### src/design/assert_macros.svh
// assertion helpers shared by the design files
`ifndef ASSERT_MACROS_SVH
`define ASSERT_MACROS_SVH

`ifndef ASSERT_OFF

`define ASSERT_IMPLIES(lbl, clk, rst, ante, cons, msg) \
  lbl: assert property (@(posedge clk) disable iff (rst) (ante) |-> (cons)) else $error(msg);

`define ASSERT_NEXT(lbl, clk, rst, ante, cons, msg) \
  lbl: assert property (@(posedge clk) disable iff (rst) (ante) |=> (cons)) else $error(msg);

`define ASSERT_NEVER(lbl, clk, rst, cond, msg) \
  lbl: assert property (@(posedge clk) disable iff (rst) !(cond)) else $error(msg);

`else

`define ASSERT_IMPLIES(lbl, clk, rst, ante, cons, msg)
`define ASSERT_NEXT(lbl, clk, rst, ante, cons, msg)
`define ASSERT_NEVER(lbl, clk, rst, cond, msg)

`endif

`endif

### src/design/tknd_pkg.sv
package tknd_pkg;

  localparam logic [8:0] K_INSERT = 9'd256;
  localparam logic [8:0] K_DELETE = 9'd257;
  localparam logic [8:0] K_HOME   = 9'd258;
  localparam logic [8:0] K_END    = 9'd259;
  localparam logic [8:0] K_PGUP   = 9'd260;
  localparam logic [8:0] K_PGDN   = 9'd261;
  localparam logic [8:0] K_UP     = 9'd262;
  localparam logic [8:0] K_DOWN   = 9'd263;
  localparam logic [8:0] K_RIGHT  = 9'd264;
  localparam logic [8:0] K_LEFT   = 9'd265;
  localparam logic [8:0] K_TAB    = 9'd266;
  localparam logic [8:0] K_ESCAPE = 9'd267;
  localparam logic [8:0] K_F1     = 9'd268;

  localparam logic KIND_KEY    = 1'b0;
  localparam logic KIND_RESIZE = 1'b1;

  localparam int QUEUE_DEPTH = 4;
  localparam int QPTR_W      = $clog2(QUEUE_DEPTH);
  localparam int QCNT_W      = $clog2(QUEUE_DEPTH + 1);

  // mods: bit 0 shift, bit 1 alt, bit 2 ctrl
  typedef struct packed {
    logic        kind;
    logic [8:0]  key;
    logic [2:0]  mods;
    logic [15:0] width;
    logic [15:0] height;
  } tknd_event_t;

  // esc: an escape key goes out ahead of the main event
  typedef struct packed {
    logic        esc;
    logic        main;
    tknd_event_t ev;
  } tknd_entry_t;

endpackage

### src/design/tknd_queue.sv
`include "assert_macros.svh"

module tknd_queue import tknd_pkg::*; (
  input  logic        clk,
  input  logic        rst,
  input  logic        push,
  input  tknd_entry_t push_entry,
  output logic        full,
  input  logic        pop,
  output tknd_entry_t head,
  output logic        empty
);

  tknd_entry_t       slots [QUEUE_DEPTH];
  logic [QPTR_W-1:0] wr_ptr;
  logic [QPTR_W-1:0] rd_ptr;
  logic [QCNT_W-1:0] count;

  function automatic logic [QPTR_W-1:0] ptr_inc(input logic [QPTR_W-1:0] p);
    return (p == QPTR_W'(QUEUE_DEPTH - 1)) ? '0 : p + 1'b1;
  endfunction

  assign full  = (count == QCNT_W'(QUEUE_DEPTH));
  assign empty = (count == '0);
  assign head  = slots[rd_ptr];

  always_ff @(posedge clk) begin
    if (push) begin
      slots[wr_ptr] <= push_entry;
    end
  end

  always_ff @(posedge clk) begin
    if (rst) begin
      wr_ptr <= '0;
      rd_ptr <= '0;
      count  <= '0;
    end else begin
      if (push) begin
        wr_ptr <= ptr_inc(wr_ptr);
      end
      if (pop) begin
        rd_ptr <= ptr_inc(rd_ptr);
      end
      if (push && !pop) begin
        count <= count + 1'b1;
      end else if (pop && !push) begin
        count <= count - 1'b1;
      end
    end
  end

  `ASSERT_NEVER(a_no_overflow, clk, rst, push && full, "queue written while full")
  `ASSERT_NEXT(a_fill_step, clk, rst, push && !pop, count == $past(count) + 1'b1, "queue fill count slipped")

endmodule

### src/design/tknd_front.sv
module tknd_front import tknd_pkg::*; (
  input  logic        clk,
  input  logic        rst,
  input  logic        s_tvalid,
  output logic        s_tready,
  input  logic [7:0]  s_tdata,
  input  logic        s_tlast,
  output logic        push,
  output tknd_entry_t push_entry,
  input  logic        q_full
);

  localparam logic [3:0] PH_IDLE      = 4'd0;
  localparam logic [3:0] PH_ESC       = 4'd1;
  localparam logic [3:0] PH_CSI_NUM   = 4'd2;
  localparam logic [3:0] PH_CSI_MOD   = 4'd3;
  localparam logic [3:0] PH_TILDE_MOD = 4'd5;
  localparam logic [3:0] PH_SS3       = 4'd6;
  localparam logic [3:0] PH_T_SB      = 4'd7;
  localparam logic [3:0] PH_T_NAWS    = 4'd8;
  localparam logic [3:0] PH_T_WH      = 4'd9;
  localparam logic [3:0] PH_T_WL      = 4'd10;
  localparam logic [3:0] PH_T_HH      = 4'd11;
  localparam logic [3:0] PH_T_HL      = 4'd12;
  localparam logic [3:0] PH_T_IAC     = 4'd13;
  localparam logic [3:0] PH_T_SE      = 4'd14;

  localparam logic [7:0] CH_IAC    = 8'd255;
  localparam logic [7:0] CH_SB     = 8'd250;
  localparam logic [7:0] CH_NAWS   = 8'd31;
  localparam logic [7:0] CH_SE     = 8'd240;
  localparam logic [7:0] CH_ESC    = 8'd27;
  localparam logic [7:0] CH_TAB    = 8'd9;
  localparam logic [7:0] CH_LBRACK = 8'h5B;
  localparam logic [7:0] CH_O      = 8'h4F;
  localparam logic [7:0] CH_TILDE  = 8'h7E;
  localparam logic [7:0] CH_SEMI   = 8'h3B;

  localparam logic [2:0] MOD_SHIFT = 3'b001;
  localparam logic [2:0] MOD_CTRL  = 3'b100;

  localparam logic [9:0] NUM_SAT = 10'd999;

  logic [3:0]  phase, phase_next;
  logic [9:0]  num_acc, num_acc_next;
  logic [9:0]  mod_acc, mod_acc_next;
  logic [9:0]  lead_num, lead_num_next;
  logic [15:0] width_hold, width_hold_next;
  logic [15:0] height_hold, height_hold_next;

  logic        accept;
  logic        is_digit;
  logic        idle_go;
  logic [8:0]  letter_key;
  tknd_entry_t ent;

  function automatic logic [9:0] add_digit(input logic [9:0] acc, input logic [7:0] b);
    logic [13:0] v;
    v = {4'b0, acc} * 14'd10 + {10'b0, b[3:0]};
    return (v > 14'(NUM_SAT)) ? NUM_SAT : v[9:0];
  endfunction

  function automatic logic [8:0] csi_letter(input logic [7:0] b);
    case (b)
      8'h41:   return K_UP;
      8'h42:   return K_DOWN;
      8'h43:   return K_RIGHT;
      8'h44:   return K_LEFT;
      8'h50:   return K_F1;
      8'h51:   return K_F1 + 9'd1;
      8'h52:   return K_F1 + 9'd2;
      8'h53:   return K_F1 + 9'd3;
      8'h48:   return K_HOME;
      8'h46:   return K_END;
      default: return 9'd0;
    endcase
  endfunction

  function automatic logic [8:0] tilde_key(input logic [9:0] n);
    case (n)
      10'd2:   return K_INSERT;
      10'd3:   return K_DELETE;
      10'd4:   return K_END;
      10'd5:   return K_PGUP;
      10'd6:   return K_PGDN;
      10'd15:  return K_F1 + 9'd4;
      10'd17:  return K_F1 + 9'd5;
      10'd18:  return K_F1 + 9'd6;
      10'd19:  return K_F1 + 9'd7;
      10'd20:  return K_F1 + 9'd8;
      10'd21:  return K_F1 + 9'd9;
      10'd23:  return K_F1 + 9'd10;
      10'd24:  return K_F1 + 9'd11;
      default: return 9'd0;
    endcase
  endfunction

  assign s_tready   = !q_full;
  assign accept     = s_tvalid && s_tready;
  assign is_digit   = (s_tdata inside {[8'h30:8'h39]});
  assign letter_key = csi_letter(s_tdata);
  assign push       = accept && (ent.esc || ent.main);
  assign push_entry = ent;

  always_comb begin
    phase_next       = phase;
    num_acc_next     = num_acc;
    mod_acc_next     = mod_acc;
    lead_num_next    = lead_num;
    width_hold_next  = width_hold;
    height_hold_next = height_hold;
    idle_go          = 1'b0;
    ent              = '0;

    case (phase)
      PH_ESC: begin
        if (s_tdata == CH_LBRACK) begin
          num_acc_next = '0;
          phase_next   = PH_CSI_NUM;
        end else if (s_tdata == CH_O) begin
          phase_next = PH_SS3;
        end else begin
          // escape goes out first, then the byte is decoded afresh
          ent.esc = 1'b1;
          idle_go = 1'b1;
        end
      end
      PH_CSI_NUM: begin
        if (is_digit) begin
          num_acc_next = add_digit(num_acc, s_tdata);
        end else begin
          phase_next   = PH_IDLE;
          mod_acc_next = '0;
          if (num_acc == 10'd1) begin
            if (s_tdata == CH_TILDE) begin
              ent.main   = 1'b1;
              ent.ev.key = K_HOME;
            end else if (s_tdata == CH_SEMI) begin
              phase_next = PH_CSI_MOD;
            end
          end else if (num_acc == 10'd0) begin
            ent.main   = (letter_key != 9'd0);
            ent.ev.key = letter_key;
          end else begin
            lead_num_next = num_acc;
            if (s_tdata == CH_TILDE) begin
              ent.main   = 1'b1;
              ent.ev.key = tilde_key(num_acc);
            end else if (s_tdata == CH_SEMI) begin
              phase_next = PH_TILDE_MOD;
            end
          end
        end
      end
      PH_CSI_MOD: begin
        if (is_digit) begin
          mod_acc_next = add_digit(mod_acc, s_tdata);
        end else begin
          phase_next  = PH_IDLE;
          ent.main    = (letter_key != 9'd0);
          ent.ev.key  = letter_key;
          ent.ev.mods = mod_acc[2:0] - 3'd1;
        end
      end
      PH_TILDE_MOD: begin
        if (is_digit) begin
          mod_acc_next = add_digit(mod_acc, s_tdata);
        end else begin
          phase_next  = PH_IDLE;
          ent.main    = (s_tdata == CH_TILDE);
          ent.ev.key  = tilde_key(lead_num);
          ent.ev.mods = mod_acc[2:0] - 3'd1;
        end
      end
      PH_SS3: begin
        phase_next = PH_IDLE;
        if (s_tdata inside {[8'h50:8'h53]}) begin
          ent.main   = 1'b1;
          ent.ev.key = K_F1 + {7'b0, s_tdata[1:0]};
        end
      end
      PH_T_SB: begin
        phase_next = (s_tdata == CH_SB) ? PH_T_NAWS : PH_IDLE;
      end
      PH_T_NAWS: begin
        phase_next = (s_tdata == CH_NAWS) ? PH_T_WH : PH_IDLE;
      end
      PH_T_WH: begin
        width_hold_next = {s_tdata, 8'h00};
        phase_next      = PH_T_WL;
      end
      PH_T_WL: begin
        width_hold_next = {width_hold[15:8], s_tdata};
        phase_next      = PH_T_HH;
      end
      PH_T_HH: begin
        height_hold_next = {s_tdata, 8'h00};
        phase_next       = PH_T_HL;
      end
      PH_T_HL: begin
        height_hold_next = {height_hold[15:8], s_tdata};
        phase_next       = PH_T_IAC;
      end
      PH_T_IAC: begin
        phase_next = (s_tdata == CH_IAC) ? PH_T_SE : PH_IDLE;
      end
      PH_T_SE: begin
        phase_next = PH_IDLE;
        if (s_tdata == CH_SE) begin
          ent.main      = 1'b1;
          ent.ev.kind   = KIND_RESIZE;
          ent.ev.width  = width_hold;
          ent.ev.height = height_hold;
        end
      end
      default: begin
        idle_go = 1'b1;
      end
    endcase

    if (idle_go) begin
      phase_next = PH_IDLE;
      if (s_tdata == CH_IAC) begin
        phase_next = PH_T_SB;
      end else if (s_tdata == CH_ESC) begin
        if (s_tlast) begin
          ent.main   = 1'b1;
          ent.ev.key = K_ESCAPE;
        end else begin
          phase_next = PH_ESC;
        end
      end else if (s_tdata == CH_TAB) begin
        ent.main   = 1'b1;
        ent.ev.key = K_TAB;
      end else if (s_tdata inside {[8'd1:8'd26]}) begin
        // ctrl plus lower-case letter
        ent.main    = 1'b1;
        ent.ev.key  = {1'b0, s_tdata + 8'd96};
        ent.ev.mods = MOD_CTRL;
      end else if (s_tdata inside {[8'h41:8'h5A]}) begin
        ent.main    = 1'b1;
        ent.ev.key  = {1'b0, s_tdata + 8'd32};
        ent.ev.mods = MOD_SHIFT;
      end else begin
        ent.main   = 1'b1;
        ent.ev.key = {1'b0, s_tdata};
      end
    end
  end

  always_ff @(posedge clk) begin
    if (rst) begin
      phase       <= PH_IDLE;
      num_acc     <= '0;
      mod_acc     <= '0;
      lead_num    <= '0;
      width_hold  <= '0;
      height_hold <= '0;
    end else if (accept) begin
      phase       <= phase_next;
      num_acc     <= num_acc_next;
      mod_acc     <= mod_acc_next;
      lead_num    <= lead_num_next;
      width_hold  <= width_hold_next;
      height_hold <= height_hold_next;
    end
  end

endmodule

### src/design/tknd_back.sv
`include "assert_macros.svh"

module tknd_back import tknd_pkg::*; (
  input  logic        clk,
  input  logic        rst,
  input  tknd_entry_t head,
  input  logic        q_empty,
  output logic        pop,
  output logic        out_valid,
  input  logic        out_ready,
  output tknd_event_t out_ev,
  output logic        out_last
);

  localparam tknd_event_t ESCAPE_EV = '{
    kind:   KIND_KEY,
    key:    K_ESCAPE,
    mods:   3'b000,
    width:  16'd0,
    height: 16'd0
  };

  logic advance;
  logic esc_now;
  // set once the escape of a pair has gone out and the main event is still queued
  logic esc_done;

  assign advance = !out_valid || out_ready;
  assign esc_now = head.esc && !esc_done;
  assign pop     = advance && !q_empty && !(esc_now && head.main);

  always_ff @(posedge clk) begin
    if (rst) begin
      out_valid <= 1'b0;
      esc_done  <= 1'b0;
    end else if (advance) begin
      out_valid <= !q_empty;
      if (!q_empty) begin
        esc_done <= esc_now && head.main;
      end
    end
  end

  always_ff @(posedge clk) begin
    if (advance && !q_empty) begin
      if (esc_now) begin
        out_ev   <= ESCAPE_EV;
        out_last <= !head.main;
      end else begin
        out_ev   <= head.ev;
        out_last <= 1'b1;
      end
    end
  end

  `ASSERT_IMPLIES(a_pair_split, clk, rst, out_valid && !out_last, esc_done, "escape shown without main event pending")
  `ASSERT_IMPLIES(a_pending_main, clk, rst, esc_done, !q_empty && head.esc && head.main, "pending main event lost from queue head")

endmodule

### src/design/terminal_key_and_naws_decoder_unit.sv
// channel | dir | tdata (low bit up)                              | tuser      | tlast
// s_      | in  | data_byte[7:0]                                  | -          | chunk_end
// m_      | out | key_code, shift, alt, ctrl, width, height, fill | event_kind | last_result
//
// one byte accepted per cycle while the queue is not full; a byte that yields an escape
// plus a second event gives two results on the result side, every other byte at most one
// m_tvalid rises once the event has passed the queue write and then the output register
// the four-entry queue between the parser and the output register absorbs stalls;
// s_tready drops only while it is full
// rst is synchronous and returns the parser to idle and empties the queue
module terminal_key_and_naws_decoder_unit import tknd_pkg::*; (
  input  logic        clk,
  input  logic        rst,
  input  logic        s_tvalid,
  output logic        s_tready,
  input  logic [7:0]  s_tdata,   // data_byte[7:0]
  input  logic        s_tlast,
  output logic        m_tvalid,
  input  logic        m_tready,
  output logic [47:0] m_tdata,   // key_code[8:0], shift_mod[9], alt_mod[10], ctrl_mod[11],
                                 // term_width[27:12], term_height[43:28], zero fill
  output logic        m_tuser,   // event_kind[0]
  output logic        m_tlast
);

  logic        push;
  tknd_entry_t push_entry;
  logic        q_full;
  logic        q_empty;
  logic        pop;
  tknd_entry_t head;
  tknd_event_t out_ev;

  tknd_front u_front (
    .clk        (clk),
    .rst        (rst),
    .s_tvalid   (s_tvalid),
    .s_tready   (s_tready),
    .s_tdata    (s_tdata),
    .s_tlast    (s_tlast),
    .push       (push),
    .push_entry (push_entry),
    .q_full     (q_full)
  );

  tknd_queue u_queue (
    .clk        (clk),
    .rst        (rst),
    .push       (push),
    .push_entry (push_entry),
    .full       (q_full),
    .pop        (pop),
    .head       (head),
    .empty      (q_empty)
  );

  tknd_back u_back (
    .clk       (clk),
    .rst       (rst),
    .head      (head),
    .q_empty   (q_empty),
    .pop       (pop),
    .out_valid (m_tvalid),
    .out_ready (m_tready),
    .out_ev    (out_ev),
    .out_last  (m_tlast)
  );

  assign m_tdata = {4'b0, out_ev.height, out_ev.width, out_ev.mods, out_ev.key};
  assign m_tuser = out_ev.kind;

endmodule

### config.mk
export PLATFORM = sky130hd
export DESIGN_NAME = terminal_key_and_naws_decoder_unit
export DESIGN_NICKNAME = d
export VERILOG_FILES = /design/src/design/tknd_pkg.sv /design/src/design/tknd_queue.sv /design/src/design/tknd_front.sv /design/src/design/tknd_back.sv /design/src/design/terminal_key_and_naws_decoder_unit.sv
export VERILOG_INCLUDE_DIRS = /design/src /design/src/design
export SDC_FILE = /design/constraint.sdc
export NUM_CORES = 1
export LEC_CHECK = 0
export BUFFER_PORTS_ARGS = -buffer_cell sky130_fd_sc_hd__buf_2
export CORE_MARGIN = 3
export CORE_UTILIZATION = 40
export DETAILED_ROUTE_END_ITERATION = 7
export PLACE_DENSITY = 0.55
export REMOVE_ABC_BUFFERS = 1
export SYNTH_ARGS = -nofsm -noshare
export SYNTH_HDL_FRONTEND = slang
export SYNTH_SLANG_ARGS = --single-unit
export TNS_END_PERCENT = 5
### constraint.sdc
create_clock -name clk -period 5.6 [get_ports clk]
set_input_delay 0.56 -clock clk [delete_from_list [all_inputs] [get_ports clk]]
set_output_delay 0.56 -clock clk [all_outputs]
set_load 0.005 [all_outputs]
==> reports/results.ini, run 1 <==
[timing]
skew_ps = 15.7
clock.fmax_mhz = 204
rsz0062_at_grt = false
fin_crit_ps = 4900
tightest_slew_ps = 1130
hold_viol = 0
relSlewSlack = 0.246
final.setup.tns_ps = 0
whs_ps = 372
drv_slew = 0
finalSetupViolCount = 0
period_share = 0.874

[floorplanning]
die_y_um = 200
dieWidth_um = 200
io_pins = 65
initial_utilization = 0.408
core_area_sq_um = 36900
rows = 70
fp.dieArea_sq_um = 40000

[power_and_ir_drop]
sw_frac_of_total = 0.251
clkPwrFrac = 0.342
power.switching_mw = 1.65
internal_power_mw = 4.92
p_seq_frac = 0.474
pwr_density_cell_nw_per_um2 = 386
power_mw = 6.57
power_frac_comb = 0.185
vdd_drop_max_v = 0.000190
leakage_nw = 6.09

[final_layout]
syn_to_final_growth_pct = 13.1
antenna_cells = 0
drive_gt1_frac = 0.166
fin_cells = 1780
final_nets = 1326
fillers = 3335

[logic_synthesis]
async_flop_share = 0
synth.distinct_cells = 78
synth_ff_type = edfxtp_1
synth_seq_cells = 321
yosys.cell_count.top_type = edfxtp_1
synth_top_cell_by_area = edfxtp_1
yosysWarnings = 0
syn_avg_cell_area_sq_um = 12.6
synth_top_cell_area_share = 0.467
ys_top_cells_by_count = edfxtp_1 (234), nand2_1 (99), dfxtp_1 (87)
syn_inst = 1196
seq_area_frac_synth = 0.582
synth_area_sq_um = 15100
synth_edf_count = 234
synth.area.top_cells = edfxtp_1 (47%), dfxtp_1 (12%), mux4_2 (7.0%)

[worst_setup_path]
critPathMaxFanout = 9
cp.required_ps = 6000
r2r-start = u_front.num_acc[0]$_SDFFE_PP0P_
crit_type = flip-flop to flip-flop
cp-end-kind = flip-flop
cp-start-kind = flip-flop
critPathArrivalTime_ps = 5290
r2r_cells = 17
r2r_slack_ps = 700
critPathLaunch = u_front.num_acc[0]$_SDFFE_PP0P_

[grt]
antenna_found_initial = 0
grt_max_degree = 75
grt_pass1_wl_mm = 51.3
grt.total_usage = 0.161
first_global_vias = 9514
overflow = 0

[clock_network]
htreeDepth = 2
root_buffer = clkbuf_16
numCtsBuffers = 36
post-cts-setup-buffers = 0
clkLatencyLatePin_ps = 510
path_clk_slew_ps = 60
clkSinkCount = 321
cts_hold_buf = 0
cts_buffer_depth = 3
cts_tree = yes
cts_resized = 0

[run_status]
status = finished, final reports clean

[routing]
drt_iter0_drc = 694
drt-vias-per-instance = 5.27
wl_per_cell_um = 18.0
drc = 0
routed_wirelength_mm = 32.0
vias = 9386
dr.pass1.iters = 5
detail-route-antenna-nets = 0

[min_path]
hp-class = input pin to flip-flop

[job]
cap_violations = 0

[place]
dpl.cell_count = 1714
dp_hpwl_mm = 20.7
port_buffers = 60
gp_congestion = 0.902

## layout make-up
| type | instances | area [sq um] | share of cell area |
|---|---|---|---|
| well taps | 504 | 631 | 0.0370 |
| clock inverters | 16 | 141 | 0.00830 |
| repair buffers | 74 | 430 | 0.0253 |
| flip-flops and latches | 321 | 8770 | 0.515 |
| multi-input cells | 781 | 5920 | 0.348 |
| inverters | 34 | 128 | 0.00749 |
| clock buffers | 50 | 1000 | 0.0590 |
## critical path, cell delays in order, from the launching register on
cell and delay (ps):
dfxtp_1 500, ha_1 200, ha_1 180, inv_1 60
fa_1 450, xor2_1 230, nor4b_1 560, xnor3_1 260
nand2_1 60, a211o_1 240, nand3_2 100, nor2_2 40
o31ai_1 710, inv_1 150, ha_1 300, or4_1 510
a21oi_1 150, o21ai_1 80
## stage by stage
step / worst slack, ps / instance area (sq um) / utilization
5_1_grt: 319 / 17000 / 0.462
3_5_place_dp: 684 / 15900 / 0.431
2_1_floorplan: -93.1 / 14800 / -
3_3_place_gp: 853 / 15900 / 0.431
6_report: 704 / 17000 / 0.462
4_1_cts: 695 / 17000 / 0.462
## layout by cell type (no fill, tap or decap), types with 35 or more instances in the layout
master,instances
and2_1,35
clkbuf_16,37
nand3_1,41
dfxtp_1,85
ha_1,60
edfxtp_1,234
nand2_1,99
nor2b_1,49
o21ai_0,35
nor2_1,76
mux4_2,47
a21oi_1,73
buf_2,60
## power groups by stage
stage	logic, mW	clock network, mW	registers, mW
2_1_floorplan	0.720	0	3.24
6_report	1.21	2.24	3.11
4_1_cts	1.27	2.31	3.12
3_5_place_dp	1.26	0	3.17
5_1_grt	1.37	2.41	3.16
3_3_place_gp	1.25	0	3.16
## how the worst min path moves through the flow
stage | startpoint | end | depth (start not counted)
5_1_grt | m_tready | u_back.out_valid$_SDFFE_PP0N_ | 4
3_3_place_gp | u_front.height_hold[10]$_SDFFE_PP0P_ | u_front.height_hold[10]$_SDFFE_PP0P_ | 2
4_1_cts | m_tready | u_back.out_valid$_SDFFE_PP0N_ | 4
6_report | m_tready | u_back.out_valid$_SDFFE_PP0N_ | 4
2_1_floorplan | u_front.height_hold[10]$_SDFFE_PP0P_ | u_front.height_hold[10]$_SDFFE_PP0P_ | 2
3_5_place_dp | u_front.width_hold[15]$_SDFFE_PP0P_ | u_front.width_hold[15]$_SDFFE_PP0P_ | 2
## layer usage
metal / up-vias / wire length (um) / GRT usage / share of wire
met3: 44 / 964 / 0.0223 / 0.030
met5: - / 0 / 0 / 0
met4: 0 / 646 / 0.0460 / 0.020
li1: 4564 / - / - / -
met1: 4609 / 14600 / 0.214 / 0.46
met2: 169 / 15800 / 0.277 / 0.49
## flip-flops by register name, indices dropped and copies added, names as in the netlist, 2 cells and up, named ones only
signal / cells
u_front.num_acc: 10
u_front.lead_num: 10
u_queue.slots: 188
u_front.mod_acc: 10
u_queue.count: 3
u_front.height_hold: 16
u_front.phase: 4
u_front.width_hold: 16
u_back.out_ev: 45
u_queue.wr_ptr: 2
u_queue.rd_ptr: 2
## logic make-up (layout without fill, tap and decap cells)
group | count (synthesis) | in the layout | synth area share
and+or+nand+nor | 411 | 411 | 0.142
DFF | 321 | 321 | 0.582
AOI/OAI and AO/OA | 204 | 204 | 0.0901
buffers and inverters | 97 | 174 | 0.0266
muxes | 67 | 67 | 0.0836
adders and majority gates | 65 | 65 | 0.0565
xor gates and xnor gates | 30 | 30 | 0.0184
other | 1 | 4 | 0.000249
No activity file was read; power rests on OpenSTA's default activity.
==> inputs of run 2 (changes only) <==
CORE_UTILIZATION = 55   (was 40)
PLACE_DENSITY = 0.71   (was 0.55)
==> run 2 against run 1 <==
Net effect: flip-flop and latch count did not move; global-route usage increased by 4.4 points; first-iteration DRC count rose by 5.8%; register-to-register slack improved by 40 ps; worst setup slack better by 39 ps; sequential share of layout area is 0.76 points higher; sequential power hardly changed; clock power is 4% lower; clock-buffer cell count fell by 2; die area is 27% lower; critical path depth did not move; critical path type unchanged.
==> reports/results.ini, run 2 (same netlist as run 1, synthesis figures left out) <==
[floorplanning]
die_y_um = 171
dieWidth_um = 171
fp.dieArea_sq_um = 29400
core_area_sq_um = 26500
rows = 59
io_pins = 65
initial_utilization = 0.568

[worst_setup_path]
cp-end-kind = flip-flop
critPathArrivalTime_ps = 5240
cp_top_family = simple AND/OR/NAND/NOR gates
r2r_slack_ps = 740
path_buf_inv = 2
cp.depth = 17
r2r-start = u_front.num_acc[0]$_SDFFE_PP0P_
critPathMaxFanout = 9
cp-start-kind = flip-flop
cp.required_ps = 5980
critPathLaunch = u_front.num_acc[0]$_SDFFE_PP0P_
crit_path_frequent_cell = ha_1
r2r_cells = 17
max_stage_delay_ps = 690
path_cells = ha_1 -> ha_1 -> inv_1 -> fa_1 -> xor2_1 -> nor4b_1 -> xnor3_1 -> nand2_1 -> a211o_1 -> nand3_2 -> nor2_2 -> o31ai_1 -> inv_1 -> ha_1 -> or4_1 -> a21oi_1 -> o21ai_1
crit_type = flip-flop to flip-flop
crit_slowest_cell = o31ai_1

[routing]
drc = 0
dr_wl_met3_mm = 1.43
wl_per_cell_um = 18.6
dr.pass1.iters = 5
m1WireLength_mm = 13.3
drt_iter0_drc = 734
vias = 9498
routed_wirelength_mm = 29.9
drt-vias-per-instance = 5.90
detail-route-antenna-nets = 0
top_layer = met4
met2_length_mm = 14.5

[final_layout]
drive_gt1_frac = 0.166
final_common_cell = edfxtp_1
final_cell_mix = edfxtp_1 (234), nand2_1 (99), dfxtp_1 (85), nor2_1 (76), a21oi_1 (73)
largest_reg_flops = 188
antenna_cells = 0
fin_cells = 1609
top_register = u_queue.slots
syn_to_final_growth_pct = 11.5
final_nets = 1327
biggestRegsByFlops = u_queue.slots x188, u_back.out_ev x45

[grt]
grt_pass1_wl_mm = 48.1
grt_max_degree = 75
overflow = 0
first_global_vias = 9285
antenna_found_initial = 0
grt.total_usage = 0.205

[clock_network]
cts_tree = yes
cts_hold_buf = 0
htreeDepth = 2
path_clk_slew_ps = 60
numCtsBuffers = 34
cts_buffer_depth = 3
clkLatencyLatePin_ps = 500
post-cts-setup-buffers = 0
root_buffer = clkbuf_16
cts_resized = 0
clkSinkCount = 321

[timing]
setup_slack_ps = 742
clock.fmax_mhz = 206
drv_slew = 0
hold_viol = 0
relSlewSlack = 0.220
skew_ps = 11.7
final.setup.tns_ps = 0
whs_ps = 373
finalSetupViolCount = 0
fin_crit_ps = 4860
period_share = 0.867
tightest_slew_ps = 1170
rsz0062_at_grt = false

[place]
gp_congestion = 0.935
dpl.cell_count = 1548
dpl_worst_slack_ps = 678
dp_hpwl_mm = 19.1
port_buffers = 60

[power_and_ir_drop]
power.switching_mw = 1.62
power_frac_comb = 0.189
clkPwrFrac = 0.333
pwr_density_cell_nw_per_um2 = 386
vdd_drop_max_v = 0.000261
leakage_nw = 6.08
p_seq_frac = 0.478
power_mw = 6.48
internal_power_mw = 4.86
sw_frac_of_total = 0.250

[min_path]
hp-class = input pin to flip-flop

[run_status]
status = finished, final reports clean

[job]
cap_violations = 0

==> run 2: changes by cell type in the layout (fill, tap and decap cells not counted), moves of 2 or more <==
cell	previous run	this run
clkinv_2	6	4
buf_4	12	15
clkbuf_16	37	35
clkinvlp_4	3	1
==> run 2: metal layers <==
layer,GRT usage,up-vias
li1,-,4573
met1,0.276,4634
met3,0.0329,48
met4,0.0626,0
met2,0.347,243
met5,0,-
==> run 2: worst reg2reg max path: stages, from the launching register on <==
cell,delay (ps)
dfxtp_1,490
ha_1,200
ha_1,190
inv_1,70
fa_1,460
xor2_1,230
nor4b_1,530
xnor3_1,240
nand2_1,60
a211o_1,230
nand3_2,100
nor2_2,40
o31ai_1,690
inv_1,160
ha_1,300
or4_1,510
a21oi_1,160
o21ai_1,80
==> run 2: worst min path at each step <==
stage	startpoint	endpoint	slack [ps]	cells past startpoint
after floorplan	u_front.height_hold[10]$_SDFFE_PP0P_	u_front.height_hold[10]$_SDFFE_PP0P_	420	2
after global placement	u_front.height_hold[15]$_SDFFE_PP0P_	u_front.height_hold[15]$_SDFFE_PP0P_	430	2
after detailed placement	u_front.height_hold[15]$_SDFFE_PP0P_	u_front.height_hold[15]$_SDFFE_PP0P_	440	2
after CTS	m_tready	u_back.out_valid$_SDFFE_PP0N_	350	4
after global routing	m_tready	u_back.out_valid$_SDFFE_PP0N_	370	4
final	m_tready	u_back.out_valid$_SDFFE_PP0N_	370	4
==> run 2: final cells by class <==
| type | instances | area [sq um] |
|---|---|---|
| Clock buffer | 48 | 955 |
| Clock inverter | 13 | 133 |
| Fill cell | 2013 | 9720 |
| Inverter | 34 | 128 |
| Multi-Input combinational cell | 781 | 5920 |
| Sequential cell | 321 | 8770 |
| Tap cell | 335 | 419 |
| Timing Repair Buffer | 77 | 453 |
==> run 2: metrics by stage <==
stage	util	instance area [sq um]
finish	0.633	16800
global route	0.633	16800
CTS	0.633	16800
detailed placement	0.592	15700
global placement	0.592	15700
floorplan	-	14800
==> run 2: power by group through the flow <==
stage          combinational, mW  sequential [mW]  clock, mW
2_1_floorplan              0.720             3.24          0
3_3_place_gp                1.24             3.14          0
3_5_place_dp                1.26             3.15          0
4_1_cts                     1.26             3.10       2.20
5_1_grt                     1.37             3.13       2.31
6_report                    1.23             3.10       2.16
